[config.mk]
export PLATFORM = sky130hd
export DESIGN_NAME = min_stack_shadow
export DESIGN_NICKNAME = d
export VERILOG_FILES = /design/src/rtl/mss_pkg.sv /design/src/rtl/mss_ctrl.sv /design/src/rtl/mss_dpath.sv /design/src/rtl/min_stack_shadow.sv
export SDC_FILE = /design/constraint.sdc
export NUM_CORES = 2
export LEC_CHECK = 0
export BUFFER_PORTS_ARGS = -buffer_cell sky130_fd_sc_hd__buf_2
export CAP_MARGIN = 25
export CORE_ASPECT_RATIO = 1.1
export CORE_MARGIN = 8
export CORE_UTILIZATION = 50
export CTS_CLUSTER_DIAMETER = 40
export CTS_CLUSTER_SIZE = 8
export DETAILED_ROUTE_END_ITERATION = 10
export HOLD_SLACK_MARGIN = 0.12
export PLACE_DENSITY = 0.67
export SYNTH_ARGS = -nofsm -noshare
export SYNTH_HDL_FRONTEND = slang
export SYNTH_SLANG_ARGS = --single-unit
[constraint.sdc]
create_clock -name clk -period 10.1 [get_ports clk]
set_input_delay 2.02 -clock clk [delete_from_list [all_inputs] [get_ports clk]]
set_output_delay 2.02 -clock clk [all_outputs]
set_load 0.005 [all_outputs]
[src/rtl/mss_pkg.sv]
// ----------------------------------------------------------------------------
// mss_pkg
// Shared types and constants for the min-tracking stack: depth, widths,
// operation and error codes, controller states and the command/status bundles.
// ----------------------------------------------------------------------------
package mss_pkg;

  localparam int STACK_DEPTH = 64;
  localparam int WORD_W      = 32;
  localparam int CNT_W       = $clog2(STACK_DEPTH + 1);
  localparam int ADDR_W      = $clog2(STACK_DEPTH);
  localparam int ENTRY_W     = 2 * WORD_W;

  localparam logic [WORD_W-1:0] INT_MAX = {1'b0, {(WORD_W-1){1'b1}}};

  typedef enum logic [1:0] {
    FUNC_PUSH   = 2'd0,
    FUNC_POP    = 2'd1,
    FUNC_PEEK   = 2'd2,
    FUNC_UNUSED = 2'd3
  } func_t;

  typedef enum logic [1:0] {
    ERR_OK    = 2'd0,
    ERR_FULL  = 2'd1,
    ERR_EMPTY = 2'd2,
    ERR_RSVD  = 2'd3
  } err_t;

  typedef enum logic [1:0] {
    ST_IDLE,
    ST_EXEC,
    ST_LOAD,
    ST_OUT
  } state_t;

  typedef struct packed {
    logic latch;  // capture an incoming transaction
    logic exec;   // perform the operation on count and top registers
    logic load;   // refill top and min from the read port after a pop
  } cmd_t;

  typedef struct packed {
    logic need_load;  // the pending operation is a pop that leaves entries
  } status_t;

endpackage

[src/rtl/mss_ctrl.sv]
// ----------------------------------------------------------------------------
// mss_ctrl
// Sequencer for one transaction: accept, execute, optional refill, present.
// ----------------------------------------------------------------------------
module mss_ctrl (
  input  logic             clk,
  input  logic             rst,
  input  logic             in_valid,
  output logic             in_ready,
  output logic             out_valid,
  input  logic             out_ready,
  input  mss_pkg::status_t status,
  output mss_pkg::cmd_t    cmd
);
  import mss_pkg::*;

  state_t state;
  state_t state_next;

  always_ff @(posedge clk) begin
    if (rst) begin
      state <= ST_IDLE;
    end else begin
      state <= state_next;
    end
  end

  always_comb begin
    state_next = state;
    unique case (state)
      ST_IDLE: begin
        if (in_valid) state_next = ST_EXEC;
      end
      ST_EXEC: begin
        state_next = status.need_load ? ST_LOAD : ST_OUT;
      end
      ST_LOAD: begin
        state_next = ST_OUT;
      end
      ST_OUT: begin
        if (out_ready) state_next = ST_IDLE;
      end
      default: begin
        state_next = ST_IDLE;
      end
    endcase
  end

  always_comb begin
    in_ready  = (state == ST_IDLE);
    out_valid = (state == ST_OUT);
    cmd.latch = (state == ST_IDLE) && in_valid;
    cmd.exec  = (state == ST_EXEC);
    cmd.load  = (state == ST_LOAD);
  end

endmodule

[src/rtl/mss_dpath.sv]
// ----------------------------------------------------------------------------
// mss_dpath
// Entry store, entry count and cached top/min registers of the stack.
// ----------------------------------------------------------------------------
module mss_dpath (
  input  logic                       clk,
  input  logic                       rst,
  input  mss_pkg::cmd_t              cmd,
  output mss_pkg::status_t           status,
  input  logic [1:0]                 func,
  input  logic [mss_pkg::WORD_W-1:0] value,
  output logic [mss_pkg::WORD_W-1:0] top_value,
  output logic [mss_pkg::WORD_W-1:0] min_value,
  output logic                       is_empty,
  output logic [1:0]                 error_code
);
  import mss_pkg::*;

  // Each entry holds {running minimum, value}.
  logic [ENTRY_W-1:0] mem [STACK_DEPTH];
  logic [ENTRY_W-1:0] rd_data;
  logic [ADDR_W-1:0]  rd_addr;

  func_t                    op_func;
  logic signed [WORD_W-1:0] op_value;
  logic [CNT_W-1:0]         count;
  logic signed [WORD_W-1:0] cur_top;
  logic signed [WORD_W-1:0] cur_min;
  err_t                     err;

  logic                     is_full;
  logic                     is_zero;
  logic signed [WORD_W-1:0] push_min;

  assign is_full = (count == CNT_W'(STACK_DEPTH));
  assign is_zero = (count == '0);

  // Keep the older minimum when it is strictly less than the new value.
  assign push_min = (!is_zero && (cur_min < op_value)) ? cur_min : op_value;

  // After a pop the new top sits two below the current count.
  assign rd_addr = ADDR_W'(count - CNT_W'(2));

  assign status.need_load = (op_func == FUNC_POP) && (count > CNT_W'(1));

  always_ff @(posedge clk) begin
    if (cmd.latch) begin
      op_func  <= func_t'(func);
      op_value <= value;
    end
  end

  always_ff @(posedge clk) begin
    if (cmd.exec && (op_func == FUNC_PUSH) && !is_full) begin
      mem[count[ADDR_W-1:0]] <= {push_min, op_value};
    end
    rd_data <= mem[rd_addr];
  end

  always_ff @(posedge clk) begin
    if (rst) begin
      count <= '0;
      err   <= ERR_OK;
    end else if (cmd.exec) begin
      unique case (op_func)
        FUNC_PUSH: begin
          if (is_full) begin
            err <= ERR_FULL;
          end else begin
            err     <= ERR_OK;
            count   <= count + CNT_W'(1);
            cur_top <= op_value;
            cur_min <= push_min;
          end
        end
        FUNC_POP: begin
          if (is_zero) begin
            err <= ERR_EMPTY;
          end else begin
            err   <= ERR_OK;
            count <= count - CNT_W'(1);
          end
        end
        FUNC_PEEK, FUNC_UNUSED: begin
          err <= ERR_OK;
        end
        default: begin
          err <= ERR_OK;
        end
      endcase
    end else if (cmd.load) begin
      cur_top <= rd_data[WORD_W-1:0];
      cur_min <= rd_data[ENTRY_W-1:WORD_W];
    end
  end

  assign is_empty   = is_zero;
  assign top_value  = is_zero ? '0 : cur_top;
  assign min_value  = is_zero ? INT_MAX : cur_min;
  assign error_code = err;

endmodule

[src/rtl/min_stack_shadow.sv]
// ----------------------------------------------------------------------------
// min_stack_shadow
// LIFO of signed 32-bit words that also reports the least stored word.
// ----------------------------------------------------------------------------
// Usage:
//   Input stream (s_axis): one transaction per operation. s_axis_tuser holds
//   the operation (push, pop, peek; the fourth code acts as a peek) and
//   s_axis_tdata the signed word to push, ignored otherwise.
//   Output stream (m_axis): exactly one transaction per input transaction,
//   carrying the top and minimum after the operation, the empty flag and an
//   error code (push onto a full stack, pop from an empty one). An empty
//   stack reports top 0 and minimum 0x7FFFFFFF.
//   The result is valid once the execute state is done for a push, a peek or
//   a pop that empties the stack or fails; a pop that leaves entries also
//   passes through a refill state, since the new top comes back through the
//   registered read port of the entry store.
//   One operation at a time: no new input is taken until the result of the
//   last one has been taken, and s_axis_tready is high only while the
//   block is idle.
//   Stall: with m_axis_tready low the result holds steady and no new input
//   is taken.
//   Reset: rst (synchronous) empties the stack and returns to idle; the
//   entry store itself is not cleared, only entries below the count are read.
// ----------------------------------------------------------------------------
module min_stack_shadow (
  input  logic        clk,
  input  logic        rst,
  input  logic        s_axis_tvalid,
  output logic        s_axis_tready,
  input  logic [31:0] s_axis_tdata,   // [31:0] value
  input  logic [1:0]  s_axis_tuser,   // [1:0] func
  output logic        m_axis_tvalid,
  input  logic        m_axis_tready,
  output logic [63:0] m_axis_tdata,   // [31:0] top_value, [63:32] min_value
  output logic [2:0]  m_axis_tuser    // [0] is_empty, [2:1] error_code
);
  import mss_pkg::*;

  cmd_t              cmd;
  status_t           status;
  logic [WORD_W-1:0] top_value;
  logic [WORD_W-1:0] min_value;
  logic              is_empty;
  logic [1:0]        error_code;

  // Sequence each transaction through accept, execute, refill when needed and present.
  mss_ctrl u_ctrl (
    .clk       (clk),
    .rst       (rst),
    .in_valid  (s_axis_tvalid),
    .in_ready  (s_axis_tready),
    .out_valid (m_axis_tvalid),
    .out_ready (m_axis_tready),
    .status    (status),
    .cmd       (cmd)
  );

  // Hold the entries, the count and the cached top and minimum.
  mss_dpath u_dpath (
    .clk        (clk),
    .rst        (rst),
    .cmd        (cmd),
    .status     (status),
    .func       (s_axis_tuser),
    .value      (s_axis_tdata),
    .top_value  (top_value),
    .min_value  (min_value),
    .is_empty   (is_empty),
    .error_code (error_code)
  );

  // Result registers sit in the datapath and stay put until the next execute.
  assign m_axis_tdata = {min_value, top_value};
  assign m_axis_tuser = {error_code, is_empty};

endmodule

==> results.toml <==
[outcome]
status = "completed"

[routing]
drt-initial-drc-count = 11973
ant_nets = 0
drc_errors = 0
routed_wl_mm = 457
via_per_inst = 6.63
drt-pass1-iter-count = 6
via_count = 78847
drt-wirelength-per-cell_um = 38.4

[synthesis]
syn_nets = 6609
async_flop_share = 0
syn-instance-count = 6528
synth_edf_count = 4194
syn_area_per_cell_sq_um = 24.9
netlist_area_sq_um = 162000
synth_top_area_cell = "edfxtp_1"
netlist.area_leader.share = 0.775
ys_seq_area_frac = 0.785
synth_cell_types = 41
synth_seq_cells = 4269
yosysWarnings = 0
synthTopCellsByArea = "edfxtp_1 (78%), mux4_2 (19%), dfxtp_1 (0.92%)"
ys.flop_type = "edfxtp_1"

[worst_setup_path]
path_class = "reg -> out"
rr_startpoint = "u_dpath.count[0]"
worstSetupEndpoint = "m_axis_tdata[33]"
path_delay_family = "buffers and inverters"
cp.required_ps = 8080
slowest_delay_ps = 720
cp.arrival_ps = 4880
cpMaxStageDelayCell = "dfxtp_4"
startpoint_type = "register"
cp.depth = 8
crit_fanout = 36
rrSetupSlack_ps = 4440
reg2reg_depth = 7
end_kind = "output pin"
r2r-end = "u_dpath.rd_data[30]"
crit_top_cell = "buf_4"
crit_buf_inv = 4
worstSetupStartpoint = "u_dpath.count[0]"
worstPathCellList = "inv_1, ha_1, and2_1, nand2b_4, buf_4, buf_4, nand2_1, buf_2"

[global_routing]
track_usage = 0.263
grt_pass1_vias = 80062
grt_antenna_before_repair = 35
grt_pass1_wl_mm = 631
grt.overflow.total = 0
grt_max_degree = 145

[sta]
skew_ps = 51.9
max_freq_mhz = 145
slew_viol_final = 0
post-route-min-period_ps = 6900
rsz0062_at_grt = "no"
finalSetupTns_ps = 0
hold_viol_final = 0
finalCritPeriodShare = 0.683
finalSetupViolCount = 0
tightestPinTransition_ps = 1220
slew_headroom = 0.190

[clock_tree]
clockBufferDepth = 4
post-cts-setup-buffers = 0
path_clk_slew_ps = 50
cts_made_buffers = 632
cts_repair_resize_count = 0
clk_latency_ps = 1040
htree_levels = 6
root_buffer = "clkbuf_16"
cts_tree = "done"
cts_sinks = 4269
hold_buffers = 0

[die]
coreArea_sq_um = 323000
dieArea_sq_um = 343000
fp.dieW_um = 559
num_rows = 219
initial_core_util = 0.502
pin_count = 107
die_h_um = 614

[power_and_ir_drop]
p_leak_nw = 58.0
powerDensity_nw_per_um2 = 269
vdd_drop_max_mv = 0.282
p_sw_frac = 0.266
internal_power_mw = 37.3
p_sw_mw = 13.6
p_comb_frac = 0.183
power.share.clock = 0.384
power_frac_seq = 0.433

[place]
numPortBuffers = 106
gp_congestion = 0.836
place_hpwl_mm = 238

[layout]
nFillCells = 22400
mostFrequentLayoutCells = "edfxtp_1 (4194), mux4_2 (1344), clkbuf_16 (639), clkbuf_1 (255), buf_4 (236)"
drive_gt1_frac = 0.344
syn_to_final_growth_pct = 16.6
fin_util = 0.586
final_common_cell = "edfxtp_1"
final_nets = 7295

[flow_run]
cap_violations = 0

[worst_hold_path]
min_path_type = "reg -> reg"
==> Yosys cell counts (2+ instances only) <==
| master | number |
|---|---|
| nor3_1 | 3 |
| nand4_1 | 9 |
| inv_1 | 70 |
| nand3_1 | 7 |
| nor4_1 | 2 |
| nor2_1 | 117 |
| dfxtp_1 | 75 |
| a211o_1 | 3 |
| nand2_1 | 64 |
| mux2_2 | 32 |
| a211oi_1 | 4 |
| buf_2 | 102 |
| edfxtp_1 | 4194 |
| nand2b_1 | 4 |
| mux4_2 | 1344 |
| buf_1 | 36 |
| o21a_1 | 3 |
| a31oi_1 | 34 |
| nor2b_1 | 3 |
| or3_1 | 2 |
| mux2i_1 | 2 |
| o21ai_0 | 61 |
| xor2_1 | 2 |
| and2_1 | 36 |
| xnor2_1 | 6 |
| a21oi_1 | 50 |
| clkbuf_1 | 199 |
| o21ai_1 | 9 |
| ha_1 | 43 |
==> worst min-delay path by stage <==
stage                     startpoint                     to  slack, ps  cells after the start
6_report         u_dpath.rd_data[16]    u_dpath.cur_top[16]        530                      1
5_1_grt          u_dpath.rd_data[16]    u_dpath.cur_top[16]        550                      1
4_1_cts          u_dpath.rd_data[16]    u_dpath.cur_top[16]        530                      1
3_5_place_dp     u_dpath.rd_data[16]    u_dpath.cur_top[16]        520                      1
3_3_place_gp     u_dpath.rd_data[11]    u_dpath.cur_top[11]        520                      1
2_1_floorplan  u_dpath.error_code[1]  u_dpath.error_code[1]        450                      2
==> worst reg2reg max path, delay by kind of cell, from the launching register on <==
kind                   cells  cell delay (ps)
buffers and inverters      4             3170
flip-flops                 1              720
multiplexers               3             1640
==> stage by stage <==
stage          hold WS [ps]  std cells  worst slack, ps  total power [mW]  instance area (sq um)
3_3_place_gp            519      10856             3720              31.3                 170000
2_1_floorplan           448       6528             3780              28.2                 162000
6_report                531      11900             3200              50.9                 189000
3_5_place_dp            523      10881             3780              31.6                 171000
4_1_cts                 534      11885             2700              51.0                 189000
5_1_grt                 553      11895             3100              52.3                 189000
==> routing by layer <==
| layer | track usage | routed length, um | vias to the layer above |
|---|---|---|---|
| li1 | - | - | 29701 |
| met1 | 0.350 | 165000 | 42734 |
| met2 | 0.422 | 220000 | 5361 |
| met3 | 0.0557 | 48200 | 1039 |
| met4 | 0.123 | 24400 | 12 |
| met5 | 0 | 84 | - |
==> power by group through the flow <==
stage                     clock network, mW  logic (mW)  registers [mW]
after CTS                              19.7        9.29            22.0
after detailed placement                  0        9.27            22.4
after global placement                    0        8.92            22.4
after global routing                   20.5        9.78            22.0
after floorplan                           0        5.53            22.7
final                                  19.5        9.33            22.0
==> area by class of cell <==
cell class	instances	area [sq um]	area share
Clock buffer	907	17100	0.0904
Timing Repair Buffer	391	3380	0.0179
Tap cell	4309	5390	0.0285
Multi-Input combinational cell	1849	34200	0.181
Antenna cell	7	17.5	0.0000925
Inverter	71	267	0.00141
Clock inverter	97	1500	0.00792
Sequential cell	4269	127000	0.673
==> cells by family (layout without fill, tap and decap cells) <==
kind of cell	Yosys count	after routing	synth area share
mux	1378	1378	0.189
other cells	0	7	0
flops	4269	4269	0.785
xor+xnor	8	8	0.000431
buf+inv	410	1466	0.0103
simple gates	248	248	0.00669
compound gates	172	172	0.00589
fa+ha+maj	43	43	0.00331
==> state kept, by name, summed over array words and instances (netlist names) <==
name                count
u_dpath.mem          4096
u_dpath.count           7
u_dpath.cur_min        32
u_dpath.error_code      2
u_dpath.op_func         2
u_dpath.cur_top        32
u_ctrl.state            2
u_dpath.op_value       32
u_dpath.rd_data        64
Power figures use the tool's default switching activity.
